--- src/rtl/core/lca_binary_lifting_engine_top_assert.svh ---
// Assertion macros for the binary lifting engine.
`ifndef LCA_BINARY_LIFTING_ENGINE_TOP_ASSERT_SVH
`define LCA_BINARY_LIFTING_ENGINE_TOP_ASSERT_SVH

`ifndef SYNTHESIS
`define LCAB_ASSERT_IMP(name, ante, cons) \
    name: assert property (@(posedge aclk) disable iff (!aresetn) (ante) |-> (cons)) \
        else $error("lca engine assertion failed");
`define LCAB_ASSERT_NXT(name, ante, cons) \
    name: assert property (@(posedge aclk) disable iff (!aresetn) (ante) |=> (cons)) \
        else $error("lca engine assertion failed");
`else
`define LCAB_ASSERT_IMP(name, ante, cons)
`define LCAB_ASSERT_NXT(name, ante, cons)
`endif

`endif

--- src/rtl/core/lcab_pkg.sv ---
package lcab_pkg;

    localparam int ID_W      = 10;
    localparam int DEPTH_W   = 10;
    localparam int LVL_MAX_W = 5;

    localparam logic [DEPTH_W-1:0] DEPTH_MAX = 10'd1023;

    localparam logic REQ_INSERT = 1'b0;
    localparam logic REQ_QUERY  = 1'b1;

    typedef struct packed {
        logic                 lift;
        logic [ID_W-1:0]      u;
        logic [ID_W-1:0]      v;
        logic [ID_W-1:0]      jump_u;
        logic [ID_W-1:0]      jump_v;
        logic [DEPTH_W-1:0]   depth_u;
        logic [DEPTH_W-1:0]   depth_v;
        logic [LVL_MAX_W-1:0] level;
    } step_in_t;

    typedef struct packed {
        logic [ID_W-1:0] u;
        logic [ID_W-1:0] v;
    } step_out_t;

endpackage

--- src/rtl/core/lcab_step.sv ---
module lcab_step import lcab_pkg::*; (
    input  step_in_t  step_in,
    output step_out_t step_out
);

    logic [DEPTH_W-1:0] depth_gap;
    logic               lift_ok;
    logic               split;

    // A lift by 2^level is taken while the depth gap is at least 2^level.
    assign depth_gap = step_in.depth_u - step_in.depth_v;
    assign lift_ok   = (step_in.depth_u >= step_in.depth_v) &&
                       ((depth_gap >> step_in.level) != '0);
    assign split     = (step_in.jump_u != step_in.jump_v);

    always_comb begin
        step_out.u = step_in.u;
        step_out.v = step_in.v;
        if (step_in.lift) begin
            if (lift_ok) begin
                step_out.u = step_in.jump_u;
            end
        end else if (split) begin
            step_out.u = step_in.jump_u;
            step_out.v = step_in.jump_v;
        end
    end

endmodule

--- config.mk ---
export PLATFORM = sky130hd
export DESIGN_NAME = lcab_step
export DESIGN_NICKNAME = d
export VERILOG_FILES = /design/src/rtl/core/lca_binary_lifting_engine_top_assert.svh /design/src/rtl/core/lcab_pkg.sv /design/src/rtl/core/lcab_step.sv
export SDC_FILE = /design/constraint.sdc
export NUM_CORES = 1
export LEC_CHECK = 0
export BUFFER_PORTS_ARGS = -buffer_cell sky130_fd_sc_hd__buf_2
export CORE_MARGIN = 2
export CORE_UTILIZATION = 43
export DETAILED_ROUTE_END_ITERATION = 7
export PLACE_DENSITY = 0.94
export SYNTH_ARGS = -nofsm -noshare
export SYNTH_HDL_FRONTEND = slang
export SYNTH_SLANG_ARGS = --single-unit
--- constraint.sdc ---
create_clock -name vclk -period 5.4
set_input_delay 0.81 -clock vclk [all_inputs]
set_output_delay 0.81 -clock vclk [all_outputs]
set_load 0.05 [all_outputs]
==> key figures <==
Placement
  – Dpl hpwl: 2841 um
  – PortBufs: 86
  – Dpl cell area: 0.001445 mm^2
  – DP Cell Count: 235
  – RePlAce Congestion: 0.8184

Pwr
  – P_sw: 112.9 uW
  – Switching Fraction: 60.07%
  – Sequential power share: 0%
  – Pint: 75.08 uW
  – Clock power share: 0%
  – Max IR drop VDD: 0.1121 mV
  – P per Cell Area: 130.1 mW/mm^2
  – Static leakage: 0.0007801 uW
  – Combinational group share of total power: 100.0%

Floorplanning
  – Die area: 0.002676 mm^2
  – Starting density of the core: 44.72%
  – IO Count: 86
  – Die H: 51.73 um
  – Site row count: 17
  – Die Wd: 51.73 um
  – Core Area: 0.002191 mm^2

Layout
  – NumNets Final: 286
  – # diodes: 0
  – Most common cell after layout, fill and taps aside: buf_2
  – Final Non-Filler Cells: 235
  – FFs & Latches: 0
  – Layout cell share with drive strength beyond 1: 55.07%
  – # clk buffers: 0
  – Final core occ: 65.96%
  – Layout area overhead: 47.51%
  – Commonest non-fill, non-tap cells in the layout: buf_2 (86), mux2_2 (20), inv_1 (15)
  – Register area: 0 um^2
  – Final non-filler cell area: 0.001445 mm^2

Run status
  – Status: complete, no violations

Timing
  – Pins over their slew limit: 0
  – Final worst path period need: 4782 ps
  – RSZ-0062 raised after global routing: no
  – Final hold viol count: 0
  – Fmax: 0.2091 GHz
  – Worst-Margin Slew: 699.2 ps
  – Fin Setup TNS: 0 ps
  – Final period util: 88.55%
  – Slew headroom: 53.23%
  – Final Setup Violations: 0

Synthesis
  – Ys Warns: 0
  – Synthesized cell area: 979.7 um^2
  – Sequential share of the synthesized area: 0%
  – Syn Nets: 199
  – Syn_area_per_cell: 8.030 um^2
  – Syn Inst Count: 122
  – Yosys cell types: 39

GRT
  – Number of global-route vias before repair: 1245
  – GR Overflow Total: 0
  – Tot GR Track Use: 23.72%
  – Largest net degree at the start of global routing: 12
  – First-pass GRT wire length: 5030 um
  – Initial antenna violation count: 0

Detailed routing
  – WL/cell: 13.49 um
  – Antenna-violating nets left: 0
  – Vias per inst: 5.349
  – TritonRoute pass-1 iters: 5
  – DR iter-0 viols: 16
  – Vias: 1257
  – DRC viols: 0
  – Routed wire length: 3169 um

Critical path
  – Critical Path AT: 3970 ps
  – CP endpoint kind: output pin
  – Crit-path cells: buf_2, inv_1, ha_1, inv_1, fa_1, a21o_1, a221oi_2, o21ai_0, xnor2_1, o21ai_0, o41ai_4, mux2_2, buf_2
  – Crit path max fanout: 10
  – Crit path required time: 4590 ps
  – CP max stage delay: 680 ps
  – Setup Crit Path Kind: input port to output pin
  – Startpoint types: input port
  – Slowest-stage cell, CP: o41ai_4

Worst hold path
  – HP Class: input port to output pin

Clock tree
  – Resized Gates After CTS: 0
  – Hold Buf Count CTS: 0
  – Post-CTS setup buffers: 0

Job
  – # Max-Cap Violations: 0
[power by group through the flow]
stage / logic, uW / clock network [uW] / registers (uW)
global placement: 184 / 0 / 0
CTS: 188 / 0 / 0
global route: 202 / 0 / 0
floorplan: 134 / 0 / 0
detailed placement: 187 / 0 / 0
finish: 188 / 0 / 0
[metal layers]
layer | up-vias | track usage (%) | part of all wire (%)
li1 | 630 | - | -
met3 | 6 | 4.310 | 8.1
met2 | 63 | 48.08 | 54
met1 | 558 | 25.74 | 37
met4 | 0 | 2.632 | 0.92
met5 | - | 0 | 0
[synthesized netlist by cell type, types with 2 or more instances]
library cell,instances,share of area (%)
a41oi_1,2,1.8
a21oi_1,8,4.1
nand3_1,3,1.5
a21o_1,3,2.3
nand2_1,4,1.5
o21bai_1,2,1.5
nor4_1,4,2.6
nor3_1,2,1.0
xor2_1,10,8.9
inv_1,15,5.7
nor2_1,2,0.77
clkbuf_1,2,0.77
xnor2_1,3,2.7
ha_1,10,13
o21ai_0,7,3.6
mux2_2,20,23
nor2b_1,3,1.9
[area by class of cell]
class | count | area (um^2)
fillers | 195 | 745.7
multi-input cells | 105 | 915.9
inverters | 15 | 56.30
repair buffers | 87 | 437.9
well taps | 28 | 35.03
[critical path: cells and delay by family]
family / cells / cell delay [ps]
compound gates: 5 / 1520
xor+xnor: 1 / 210
fa+ha+maj: 2 / 600
buf+inv: 4 / 420
mux: 1 / 410
[cells by family (layout without fill, tap and decap cells)]
logic type,count (synthesis),after routing,synth area share (%)
xor+xnor,13,13,11.62
fa+ha+maj,11,11,14.81
simple gates,27,27,16.22
compound gates,34,34,27.84
mux,20,20,22.99
buf+inv,17,102,6.513
[worst paths after layout]
path              slack, ps      endpoint  cells after the start        start
hold / removal         2060  step_out[19]                      3  step_in[64]
setup / recovery        620  step_out[17]                     13  step_in[15]
[stage by stage]
stage          hold slack, ps  worst slack [ps]  total power [uW]
2_1_floorplan            1916              1133             133.8
3_3_place_gp             2061             725.5             183.7
3_5_place_dp             2064             632.6             187.0
4_1_cts                  2065             617.9             187.9
5_1_grt                  2075             377.1             201.9
6_report                 2063             618.4             188.0
No activity file was read; power rests on OpenSTA's default activity.
